==> src/rtl/sorted_timer_queue_macros.svh <==
// ----------------------------------------------------------------------------
// sorted_timer_queue_macros: assertion helpers
// Concurrent check macros; expect clk and rst_n in scope.
// ----------------------------------------------------------------------------
`ifndef SORTED_TIMER_QUEUE_MACROS_SVH
`define SORTED_TIMER_QUEUE_MACROS_SVH

// condition must hold at every clock edge outside reset
`define STQ_ASSERT_NOW(name, cond, msg) \
  name: assert property (@(posedge clk) disable iff (!rst_n) (cond)) else $error(msg);

// trigger in a cycle implies condition in the next
`define STQ_ASSERT_NEXT(name, trig, cond, msg) \
  name: assert property (@(posedge clk) disable iff (!rst_n) (trig) |=> (cond)) else $error(msg);

`endif

==> src/rtl/stq_pkg.sv <==
// ----------------------------------------------------------------------------
// stq_pkg: shared types and constants
// Word layouts, result kinds and controller/datapath handshake structs.
// ----------------------------------------------------------------------------
package stq_pkg;

  // default sizing
  localparam int STQ_DEPTH   = 16;
  localparam int STQ_ID_BITS = 16;

  // fixed field widths
  localparam int TIME_W     = 32;
  localparam int ARG_W      = 32;
  localparam int ACT_W      = 4;
  localparam int TIMER_ID_W = 16;

  // input modes
  localparam logic [1:0] MODE_SCHEDULE = 2'd0;
  localparam logic [1:0] MODE_CANCEL   = 2'd1;
  localparam logic [1:0] MODE_TICK     = 2'd2;
  localparam logic [1:0] MODE_UNUSED   = 2'd3;

  // result kinds
  localparam logic [2:0] KIND_SCHEDULED = 3'd0;
  localparam logic [2:0] KIND_FIRED     = 3'd1;
  localparam logic [2:0] KIND_CANCEL_OK = 3'd2;
  localparam logic [2:0] KIND_NOT_FOUND = 3'd3;
  localparam logic [2:0] KIND_FULL      = 3'd4;
  localparam logic [2:0] KIND_NONE_DUE  = 3'd5;

  typedef struct packed {
    logic [1:0]              mode;
    logic [TIME_W-1:0]       current_time;
    logic signed [31:0]      delay_seconds;
    logic [ACT_W-1:0]        action_code;
    logic [ARG_W-1:0]        argument_handle;
    logic [TIMER_ID_W-1:0]   cancel_id;
  } in_word_t;

  typedef struct packed {
    logic [2:0]              kind;
    logic [TIMER_ID_W-1:0]   timer_id;
    logic [ACT_W-1:0]        fired_action;
    logic [ARG_W-1:0]        fired_argument;
    logic                    id_overrun;
    logic                    last;
  } out_word_t;

  // controller -> datapath
  typedef struct packed {
    logic load;    // latch the accepted word
    logic proc;    // table read data valid, process it
    logic finish;  // commit and report
    logic rd_en;   // table read
  } stq_cmd_t;

  // datapath -> controller
  typedef struct packed {
    logic walk;      // the table must be walked
    logic down;      // walk from tail toward head
    logic walk_end;  // current entry is the last one to visit
  } stq_sts_t;

endpackage

==> src/rtl/stq_ctrl.sv <==
// ----------------------------------------------------------------------------
// stq_ctrl: sequencer
// Steps each word through load, setup, table walk and finish, and issues
// a table read in setup when a walk follows and in each walk cycle but the last.
// ----------------------------------------------------------------------------
module stq_ctrl
  import stq_pkg::*;
#(
  parameter int DEPTH = STQ_DEPTH
) (
  input  logic                       clk,
  input  logic                       rst_n,
  input  logic                       start,
  output logic                       busy,
  input  stq_sts_t                   sts,
  input  logic [$clog2(DEPTH)-1:0]   first_idx,
  output stq_cmd_t                   cmd,
  output logic [$clog2(DEPTH)-1:0]   rd_addr,
  output logic [$clog2(DEPTH)-1:0]   dat_idx
);

  localparam int IDXW = $clog2(DEPTH);

  localparam logic [1:0] S_IDLE   = 2'd0;
  localparam logic [1:0] S_SETUP  = 2'd1;
  localparam logic [1:0] S_WALK   = 2'd2;
  localparam logic [1:0] S_FINISH = 2'd3;

  logic [1:0]      state_r, state_nxt;
  logic [IDXW-1:0] dat_idx_r, dat_idx_nxt;

  // next state and commands
  always_comb begin
    cmd         = '0;
    rd_addr     = dat_idx_r;
    dat_idx_nxt = dat_idx_r;
    state_nxt   = state_r;
    unique case (state_r)
      S_IDLE: begin
        if (start) begin
          cmd.load  = 1'b1;
          state_nxt = S_SETUP;
        end
      end
      S_SETUP: begin
        if (sts.walk) begin
          cmd.rd_en   = 1'b1;
          rd_addr     = first_idx;
          dat_idx_nxt = first_idx;
          state_nxt   = S_WALK;
        end else begin
          state_nxt = S_FINISH;
        end
      end
      S_WALK: begin
        cmd.proc = 1'b1;
        if (sts.walk_end) begin
          state_nxt = S_FINISH;
        end else begin
          cmd.rd_en   = 1'b1;
          rd_addr     = sts.down ? dat_idx_r - IDXW'(1) : dat_idx_r + IDXW'(1);
          dat_idx_nxt = rd_addr;
        end
      end
      S_FINISH: begin
        cmd.finish = 1'b1;
        state_nxt  = S_IDLE;
      end
      default: state_nxt = S_IDLE;
    endcase
  end

  // state register
  always_ff @(posedge clk) begin
    if (!rst_n) begin
      state_r <= S_IDLE;
    end else begin
      state_r <= state_nxt;
    end
  end

  // index of the entry whose read data is now in the read register
  always_ff @(posedge clk) begin
    dat_idx_r <= dat_idx_nxt;
  end

  assign busy    = (state_r != S_IDLE);
  assign dat_idx = dat_idx_r;

endmodule

==> src/rtl/stq_datapath.sv <==
// ----------------------------------------------------------------------------
// stq_datapath: timer table and result logic
// Holds the sorted table in a memory with one read and one write port,
// shifts entries during the walk and builds result words into the output
// register.
// ----------------------------------------------------------------------------
module stq_datapath
  import stq_pkg::*;
#(
  parameter int DEPTH   = STQ_DEPTH,
  parameter int ID_BITS = STQ_ID_BITS
) (
  input  logic                       clk,
  input  logic                       rst_n,
  input  in_word_t                   in_word,
  input  stq_cmd_t                   cmd,
  input  logic [$clog2(DEPTH)-1:0]   rd_addr,
  input  logic [$clog2(DEPTH)-1:0]   dat_idx,
  output stq_sts_t                   sts,
  output logic [$clog2(DEPTH)-1:0]   first_idx,
  output logic                       out_valid,
  output out_word_t                  out_word
);

  localparam int IDXW = $clog2(DEPTH);
  localparam int CNTW = $clog2(DEPTH + 1);
  localparam int CMPW = (ID_BITS > TIMER_ID_W) ? ID_BITS : TIMER_ID_W;

  // internal operation codes
  localparam logic [2:0] OP_NONE   = 3'd0;
  localparam logic [2:0] OP_IMM    = 3'd1;
  localparam logic [2:0] OP_FULL   = 3'd2;
  localparam logic [2:0] OP_INS    = 3'd3;
  localparam logic [2:0] OP_CANCEL = 3'd4;
  localparam logic [2:0] OP_TICK   = 3'd5;

  // table memory
  logic [TIME_W-1:0]  mem_exp [DEPTH];
  logic [ID_BITS-1:0] mem_id  [DEPTH];
  logic [ACT_W-1:0]   mem_act [DEPTH];
  logic [ARG_W-1:0]   mem_arg [DEPTH];

  logic [TIME_W-1:0]  rd_exp_r;
  logic [ID_BITS-1:0] rd_id_r;
  logic [ACT_W-1:0]   rd_act_r;
  logic [ARG_W-1:0]   rd_arg_r;

  logic               wr_en;
  logic [IDXW-1:0]    wr_addr;
  logic [TIME_W-1:0]  wr_exp;
  logic [ID_BITS-1:0] wr_id;
  logic [ACT_W-1:0]   wr_act;
  logic [ARG_W-1:0]   wr_arg;

  // per-word registers
  logic [2:0]            op_r;
  logic [TIME_W-1:0]     now_r;
  logic [TIME_W-1:0]     exp_r;
  logic [ACT_W-1:0]      act_r;
  logic [ARG_W-1:0]      arg_r;
  logic [TIMER_ID_W-1:0] cid_r;
  logic [ID_BITS-1:0]    id_new_r;
  logic                  ovr_r;
  logic [IDXW-1:0]       ins_pos_r;

  // persistent and walk state
  logic [CNTW-1:0]    count_r;
  logic [ID_BITS-1:0] next_id_r;
  logic               found_r;
  logic               stopped_r;
  logic               pend_v_r;
  logic [CNTW-1:0]    k_r;
  out_word_t          pend_r;

  logic               out_valid_r;
  out_word_t          out_word_r;

  logic               emit_v;
  out_word_t          emit_w;

  logic [2:0]         op_in;
  logic [TIME_W:0]    sum_w;
  logic [TIME_W-1:0]  exp_in;
  logic [ID_BITS-1:0] id_inc;
  logic               id_wrap;
  logic [ID_BITS-1:0] id_sel;

  logic [CNTW-1:0]    cnt_m1;
  logic               last_up;
  logic               due;
  logic               later;
  logic               id_hit;
  logic [CMPW-1:0]    rd_id_ext;
  logic [CMPW-1:0]    new_id_ext;

  // classify the incoming word
  always_comb begin
    unique case (in_word.mode)
      MODE_SCHEDULE: begin
        if (in_word.delay_seconds == '0 || in_word.delay_seconds[31]) begin
          op_in = OP_IMM;
        end else if (count_r == CNTW'(DEPTH)) begin
          op_in = OP_FULL;
        end else begin
          op_in = OP_INS;
        end
      end
      MODE_CANCEL: op_in = OP_CANCEL;
      MODE_TICK:   op_in = OP_TICK;
      default:     op_in = OP_NONE;
    endcase
  end

  // saturating expiry and next id
  assign sum_w   = {1'b0, in_word.current_time} + {1'b0, in_word.delay_seconds};
  assign exp_in  = sum_w[TIME_W] ? '1 : sum_w[TIME_W-1:0];
  assign id_inc  = next_id_r + ID_BITS'(1);
  assign id_wrap = (id_inc == '0);
  assign id_sel  = id_wrap ? ID_BITS'(1) : id_inc;

  // walk compares
  assign cnt_m1     = count_r - CNTW'(1);
  assign last_up    = (dat_idx == cnt_m1[IDXW-1:0]);
  assign due        = (rd_exp_r <= now_r);
  assign later      = (rd_exp_r > exp_r);
  assign rd_id_ext  = CMPW'(rd_id_r);
  assign new_id_ext = CMPW'(id_new_r);
  assign id_hit     = (rd_id_ext == CMPW'(cid_r));

  // status to the sequencer
  always_comb begin
    sts.walk  = (count_r != '0) &&
                (op_r == OP_INS || op_r == OP_CANCEL || op_r == OP_TICK);
    sts.down  = (op_r == OP_INS);
    first_idx = (op_r == OP_INS) ? cnt_m1[IDXW-1:0] : '0;
    case (op_r)
      OP_INS:    sts.walk_end = !later || (dat_idx == '0);
      OP_CANCEL: sts.walk_end = last_up;
      OP_TICK:   sts.walk_end = last_up || (!stopped_r && !due && k_r == '0);
      default:   sts.walk_end = 1'b1;
    endcase
  end

  // table writes and result words
  always_comb begin
    wr_en   = 1'b0;
    wr_addr = dat_idx;
    wr_exp  = rd_exp_r;
    wr_id   = rd_id_r;
    wr_act  = rd_act_r;
    wr_arg  = rd_arg_r;
    emit_v  = 1'b0;
    emit_w  = '0;
    if (cmd.proc) begin
      case (op_r)
        OP_INS: begin
          // later entry moves one slot toward the tail
          if (later) begin
            wr_en   = 1'b1;
            wr_addr = dat_idx + IDXW'(1);
          end
        end
        OP_CANCEL: begin
          // entries past the match close the gap
          if (found_r) begin
            wr_en   = 1'b1;
            wr_addr = dat_idx - IDXW'(1);
          end
        end
        OP_TICK: begin
          if (stopped_r) begin
            wr_en   = 1'b1;
            wr_addr = dat_idx - k_r[IDXW-1:0];
          end else if (due) begin
            // another due entry: the held one is not the last
            if (pend_v_r) begin
              emit_v      = 1'b1;
              emit_w      = pend_r;
              emit_w.last = 1'b0;
            end
          end else begin
            // first entry not due moves to the head of the remainder
            wr_en   = 1'b1;
            wr_addr = dat_idx - k_r[IDXW-1:0];
            emit_v  = 1'b1;
            if (pend_v_r) begin
              emit_w      = pend_r;
              emit_w.last = 1'b1;
            end else begin
              emit_w.kind = KIND_NONE_DUE;
              emit_w.last = 1'b1;
            end
          end
        end
        default: ;
      endcase
    end
    if (cmd.finish) begin
      case (op_r)
        OP_IMM: begin
          emit_v                = 1'b1;
          emit_w.kind           = KIND_FIRED;
          emit_w.fired_action   = act_r;
          emit_w.fired_argument = arg_r;
          emit_w.last           = 1'b1;
        end
        OP_FULL: begin
          emit_v      = 1'b1;
          emit_w.kind = KIND_FULL;
          emit_w.last = 1'b1;
        end
        OP_INS: begin
          wr_en             = 1'b1;
          wr_addr           = ins_pos_r;
          wr_exp            = exp_r;
          wr_id             = id_new_r;
          wr_act            = act_r;
          wr_arg            = arg_r;
          emit_v            = 1'b1;
          emit_w.kind       = KIND_SCHEDULED;
          emit_w.timer_id   = new_id_ext[TIMER_ID_W-1:0];
          emit_w.id_overrun = ovr_r;
          emit_w.last       = 1'b1;
        end
        OP_CANCEL: begin
          emit_v          = 1'b1;
          emit_w.kind     = found_r ? KIND_CANCEL_OK : KIND_NOT_FOUND;
          emit_w.timer_id = cid_r;
          emit_w.last     = 1'b1;
        end
        OP_TICK: begin
          if (pend_v_r) begin
            emit_v      = 1'b1;
            emit_w      = pend_r;
            emit_w.last = 1'b1;
          end else if (!stopped_r) begin
            emit_v      = 1'b1;
            emit_w.kind = KIND_NONE_DUE;
            emit_w.last = 1'b1;
          end
        end
        default: ;
      endcase
    end
  end

  // table memory, registered read
  always_ff @(posedge clk) begin
    if (wr_en) begin
      mem_exp[wr_addr] <= wr_exp;
      mem_id[wr_addr]  <= wr_id;
      mem_act[wr_addr] <= wr_act;
      mem_arg[wr_addr] <= wr_arg;
    end
    if (cmd.rd_en) begin
      rd_exp_r <= mem_exp[rd_addr];
      rd_id_r  <= mem_id[rd_addr];
      rd_act_r <= mem_act[rd_addr];
      rd_arg_r <= mem_arg[rd_addr];
    end
  end

  // word payload, held fired entry, insert position, output word
  always_ff @(posedge clk) begin
    if (cmd.load) begin
      op_r      <= op_in;
      now_r     <= in_word.current_time;
      exp_r     <= exp_in;
      act_r     <= in_word.action_code;
      arg_r     <= in_word.argument_handle;
      cid_r     <= in_word.cancel_id;
      id_new_r  <= id_sel;
      ovr_r     <= id_wrap;
      ins_pos_r <= count_r[IDXW-1:0];
    end
    if (cmd.proc && op_r == OP_INS && later) begin
      ins_pos_r <= dat_idx;
    end
    if (cmd.proc && op_r == OP_TICK && !stopped_r && due) begin
      pend_r <= {KIND_FIRED, rd_id_ext[TIMER_ID_W-1:0], rd_act_r, rd_arg_r, 1'b0, 1'b0};
    end
    out_word_r <= emit_w;
  end

  // control state
  always_ff @(posedge clk) begin
    if (!rst_n) begin
      count_r     <= '0;
      next_id_r   <= '0;
      found_r     <= 1'b0;
      stopped_r   <= 1'b0;
      pend_v_r    <= 1'b0;
      k_r         <= '0;
      out_valid_r <= 1'b0;
    end else begin
      out_valid_r <= emit_v;
      if (cmd.load) begin
        found_r   <= 1'b0;
        stopped_r <= 1'b0;
        pend_v_r  <= 1'b0;
        k_r       <= '0;
      end
      if (cmd.proc) begin
        case (op_r)
          OP_CANCEL: begin
            if (!found_r && id_hit) begin
              found_r <= 1'b1;
            end
          end
          OP_TICK: begin
            if (!stopped_r) begin
              if (due) begin
                pend_v_r <= 1'b1;
                k_r      <= k_r + CNTW'(1);
              end else begin
                stopped_r <= 1'b1;
                pend_v_r  <= 1'b0;
              end
            end
          end
          default: ;
        endcase
      end
      if (cmd.finish) begin
        case (op_r)
          OP_INS: begin
            count_r   <= count_r + CNTW'(1);
            next_id_r <= id_new_r;
          end
          OP_CANCEL: begin
            if (found_r) begin
              count_r <= cnt_m1;
            end
          end
          OP_TICK: count_r <= count_r - k_r;
          default: ;
        endcase
      end
    end
  end

  assign out_valid = out_valid_r;
  assign out_word  = out_word_r;

endmodule

==> src/rtl/sorted_timer_queue.sv <==
// ----------------------------------------------------------------------------
// sorted_timer_queue: sorted timer table with schedule, cancel and tick
// One word occupies the block through load, setup, a walk of W entries
// (0 to DEPTH), one per cycle through the table memory's read port, and finish.
// Results leave in the cycle after they form; reset empties the table.
// ----------------------------------------------------------------------------
`include "sorted_timer_queue_macros.svh"

module sorted_timer_queue
  import stq_pkg::*;
#(
  parameter int DEPTH   = STQ_DEPTH,
  parameter int ID_BITS = STQ_ID_BITS
) (
  input  logic      clk,
  input  logic      rst_n,
  input  logic      start,
  output logic      busy,
  input  in_word_t  in_word,
  output logic      out_valid,
  output out_word_t out_word
);

  localparam int IDXW = $clog2(DEPTH);

  stq_cmd_t        cmd;
  stq_sts_t        sts;
  logic [IDXW-1:0] first_idx;
  logic [IDXW-1:0] rd_addr;
  logic [IDXW-1:0] dat_idx;

  // sequencer
  stq_ctrl #(
    .DEPTH (DEPTH)
  ) u_ctrl (
    .clk       (clk),
    .rst_n     (rst_n),
    .start     (start),
    .busy      (busy),
    .sts       (sts),
    .first_idx (first_idx),
    .cmd       (cmd),
    .rd_addr   (rd_addr),
    .dat_idx   (dat_idx)
  );

  // table and result logic
  stq_datapath #(
    .DEPTH   (DEPTH),
    .ID_BITS (ID_BITS)
  ) u_dp (
    .clk       (clk),
    .rst_n     (rst_n),
    .in_word   (in_word),
    .cmd       (cmd),
    .rd_addr   (rd_addr),
    .dat_idx   (dat_idx),
    .sts       (sts),
    .first_idx (first_idx),
    .out_valid (out_valid),
    .out_word  (out_word)
  );

  // checks
  `STQ_ASSERT_NOW(a_out_from_work, !out_valid || $past(busy), "result word outside processing")
  `STQ_ASSERT_NEXT(a_load_busy, cmd.load, busy, "accepted word did not start processing")
  `STQ_ASSERT_NEXT(a_finish_idle, cmd.finish, !busy, "block still busy after finish")

endmodule
==> config.mk <==
export PLATFORM = sky130hd
export DESIGN_NAME = sorted_timer_queue
export DESIGN_NICKNAME = d
export VERILOG_FILES = /design/src/rtl/stq_pkg.sv /design/src/rtl/stq_ctrl.sv /design/src/rtl/stq_datapath.sv /design/src/rtl/sorted_timer_queue.sv
export VERILOG_INCLUDE_DIRS = /design/src /design/src/rtl
export SDC_FILE = /design/constraint.sdc
export NUM_CORES = 2
export LEC_CHECK = 0
export BUFFER_PORTS_ARGS = -buffer_cell sky130_fd_sc_hd__buf_2
export CAP_MARGIN = 20
export CORE_MARGIN = 1
export CORE_UTILIZATION = 55
export DETAILED_ROUTE_END_ITERATION = 10
export HOLD_SLACK_MARGIN = 0.03
export PLACE_DENSITY = 0.79
export SKIP_CTS_REPAIR_TIMING = 1
export SLEW_MARGIN = 20
export SYNTH_ARGS = -nofsm -noshare
export SYNTH_HDL_FRONTEND = slang
export SYNTH_SLANG_ARGS = --single-unit
==> constraint.sdc <==
create_clock -name clk -period 13.8 [get_ports clk]
set_input_delay 0 -clock clk [delete_from_list [all_inputs] [get_ports clk]]
set_output_delay 0 -clock clk [all_outputs]
set_load 0.02 [all_outputs]
==> impl_summary.log <==
INFO  metric die_area = 0.1369 sq mm
INFO  metric nets = between 6000 and 7000
INFO  metric combinationalPowerShare = a little over a fifth
INFO  metric synth_enable_flop_cells = about 1600
INFO  metric layout_commonest_cell = edfxtp_1
INFO  metric crit-reg2reg-capture = u_dp.rd_arg_r[8]
INFO  metric grt_start_max_net_pins = 206
INFO  metric netlist_top_cells_area = edfxtp_1 (65%), a221oi_1 (3.9%), nand2_1 (3.7%), a21oi_1 (3.0%), and3_1 (2.9%)
INFO  metric holdPathStages = 5
INFO  metric synth_area = around 0.075 sq mm
INFO  metric worstHoldStart = in_word[74]
INFO  metric placement_rows = about 130
INFO  metric grt_setup_unrepaired = no
INFO  metric drcViolationCount = 2
INFO  metric slew_violations = 0
INFO  metric ant_nets = 0
INFO  metric post-place-ws = around 5900 ps
INFO  metric post-place-cells = between 7000 and 8000
INFO  metric synth_top_flop_cell = edfxtp_1
INFO  metric swShare = between 30 and 40%
INFO  metric synth-seq-cells = roughly 1700
INFO  metric timing.slew.headroom = 17.67%
INFO  metric power_density = 158.3 mW/mm^2
INFO  metric most-common-layout-cells = edfxtp_1 (1620), nand2_1 (734), a21oi_1 (443)
INFO  metric timing.final.ws_setup = ~5500 ps
INFO  metric first_global_vias = 51482
INFO  metric synthDistinctLibCells = 74
INFO  metric finalCritPeriodShare = 60.23%
INFO  metric static-leakage-power = 29.74 nW
INFO  metric clk-insertion-delay-late = 820 ps
INFO  metric grt_antenna_before_repair = 3
INFO  metric register_share_of_total_power = between 40 and 50%
INFO  metric routed_wirelength = 219800 microns
INFO  metric post_synth.cell_area_avg = around 13 sq um
INFO  metric violations = design-rule violations, negative hold slack
INFO  metric post_dp_cell_area = between 0.07 and 0.08 sq mm
INFO  metric flow.area_growth_from_synthesis = 13.65%
INFO  metric async_reset_ff_share = 0%
INFO  metric crit_fanout = 84
INFO  metric total_power = between 10 and 15 mW
INFO  metric r2r_slack = between 5000 and 6000 ps
INFO  metric critical_path.startpoint_type = flip-flop
INFO  metric syn-instance-count = 5699
INFO  metric h-tree-depth = 4
INFO  metric critPathRequiredTime = between 10000 and 15000 ps
INFO  metric cts_root_buf = clkbuf_16
INFO  metric top_level_ports = 180
INFO  metric stdcell_count = around 7800
INFO  metric number_of_clock_sinks = around 1700
INFO  metric global_route.overflow_total = 0
INFO  metric synth_largest_area_cell = edfxtp_1
INFO  metric min_to = u_dp.op_r[1]
INFO  metric reg2regPathDepth = 16
INFO  metric share_of_the_core_filled_with_cells_in_the_final_layout = 63.21%
INFO  metric dr.pass1.iters = 11
INFO  metric route.detailed.wl_per_inst = approximately 28 microns
INFO  metric achievable_freq = 120.3 MHz
INFO  metric cts_tree = built
INFO  metric synth_seq_area_share = around two thirds
INFO  metric chipHeight = between 300 and 400 microns
INFO  metric pwr-share-clk = approximately 34%
INFO  metric core_area = 0.1340 sq mm
INFO  metric max_cap_violations = 0
INFO  metric routed-via-count = about 55000
INFO  metric global_route.usage.total = between 30% and 40%
INFO  metric chipWidth = approximately 370 microns
INFO  metric clk_path_buf_depth = 3
INFO  metric p_switching = approximately 4.1 mW
INFO  metric hp-class = input pin to flip-flop
INFO  metric path_clk_slew = about 60 ps
INFO  metric setup_viol = 0
INFO  metric fin_skew = 32.50 ps
INFO  metric synthesis.nets = 5940
INFO  metric status = complete, but fails checks
INFO  metric finish.instance_area = 0.08468 sq mm
INFO  metric timing.rr.start = u_dp.rd_exp_r[27]
INFO  metric final_setup_tns = 0 ps
INFO  metric start_util = 55.62%
INFO  metric routabilityCongestion = 0.9623
INFO  metric cts_buffers = about 170
INFO  metric synth_top_area_share = between 60% and 70%
INFO  metric yosysWarnings = 0
INFO  metric timing.final.crit_period = ~8300 ps
INFO  metric post-dp-hpwl = between 100000 and 150000 microns
INFO  metric worst_slew_pin_slew = about 1200 ps
INFO  metric critical_path.endpoint_type = flip-flop
INFO  metric initialDrtViolationCount = 9184
INFO  metric power_report.internal_total = about 9.3 mW
INFO  metric final_hold_violation_count = 1
INFO  metric share_of_final_layout_standard_cells_stronger_than_drive_strength_1 = 11.48%
INFO  metric crit_type = flip-flop to flip-flop
INFO  metric arrival = 8860 ps
INFO  metric port_buffers = around 180
INFO  metric peakVddDrop = about 0.16 mV
INFO  metric via_to_cell_ratio = around 7.0
INFO  metric timing.hold.ws = -32.89 ps
INFO  metric grt_first_pass_wirelength = ~320000 microns
==> how the worst max path moves through the flow <==
stage	from	end	slack, ps	cells after the start
after floorplan	u_dp.rd_exp_r[29]	u_dp.rd_act_r[0]	4140	11
after CTS	u_dp.rd_exp_r[31]	u_dp.rd_arg_r[7]	5800	16
final	u_dp.rd_exp_r[27]	u_dp.rd_arg_r[8]	5490	16
after detailed placement	u_dp.rd_exp_r[31]	u_dp.rd_act_r[3]	5920	16
after global placement	u_dp.rd_exp_r[31]	u_dp.rd_arg_r[7]	6070	16
after global routing	u_dp.rd_exp_r[31]	u_dp.rd_arg_r[4]	5350	16
==> power groups by stage <==
stage | Clock [mW] | Combinational (mW) | Sequential (mW)
finish | 4.53 | 2.83 | 6.05
global route | 4.73 | 2.94 | 6.05
CTS | 4.55 | 2.65 | 6.04
detailed placement | 0 | 2.62 | 6.15
global placement | 0 | 2.55 | 6.14
floorplan | 0 | 1.74 | 6.11
==> layout make-up <==
| class | instances | area (sq um) |
|---|---|---|
| flip-flops and latches | 1713 | 50510 |
| fillers | 9281 | 49280 |
| multi-input cells | 3393 | 22000 |
| clock buffers | 218 | 4557 |
| repair buffers | 528 | 4174 |
| well taps | 1768 | 2212 |
| clock inverters | 92 | 820.8 |
| inverters | 102 | 404.1 |
| diodes | 1 | 2.502 |
==> synth_stat cells (5+ instances only) <==
library cell and instances:
a211o_1 88, a211oi_1 92, a21boi_0 7, a21o_1 23
a21oi_1 443, a221oi_1 336, a22o_1 47, a22oi_1 92
a31oi_1 8, and2_1 7, and3_1 344, buf_1 18
buf_2 41, buf_6 6, clkbuf_1 423, dfxtp_1 93
edfxtp_1 1620, ha_1 117, inv_1 100, mux2_2 84
mux2i_1 5, nand2_1 738, nand2b_1 16, nand3_1 202
nand4_1 105, nor2_1 72, nor2b_1 17, nor3_1 26
nor4_1 15, o211ai_1 178, o21a_1 9, o21ai_0 96
o21bai_1 7, o31ai_1 5, o32ai_1 85, or2_2 7
or3_1 7, xnor2_1 44, xor2_1 23
==> worst max-delay path, cell delays in order (launching register included) <==
cell and delay [ps]:
edfxtp_1 500, ha_1 370, nand3_1 120, nor4_1 800, nand2_1 130, a31oi_1 540
o211ai_1 420, a211o_1 490, a311oi_4 450, buf_4 890, buf_4 740, buf_4 790
buf_4 810, nand4_1 200, o211ai_1 250, o32ai_1 110, a211o_1 300
==> metal layers <==
layer	vias to the layer above	wire (microns)	GRT usage, %
met5	-	0	0
met4	0	10530	13.91
met3	812	32280	8.218
met2	4572	97970	46.32
met1	26331	79000	42.27
li1	22817	-	-
==> sequential cells by signal, indices dropped and copies added, names as in the netlist, 32 cells and up <==
name,cells
u_dp.now_r,32
u_dp.exp_r,32
u_dp.rd_arg_r,32
u_dp.rd_exp_r,32
u_dp.mem_id,256
u_dp.pend_r,52
u_dp.out_word,57
u_dp.mem_act,64
u_dp.mem_exp,512
u_dp.arg_r,32
u_dp.mem_arg,512
==> logic make-up (layout without fill, tap and decap cells) <==
logic type                 after synthesis  in the layout  share of synthesized area [%]
adders and majority gates              120            120                          2.045
buffers and inverters                  593            940                          3.132
and+or+nand+nor                       1572           1572                          10.15
other                                    0              1                              0
muxes                                   89             89                          1.337
AOI/OAI and AO/OA                     1545           1545                          14.76
xor gates and xnor gates                67             67                         0.7876
DFF                                   1713           1713                          67.79
No activity file was read; power rests on OpenSTA's default activity.
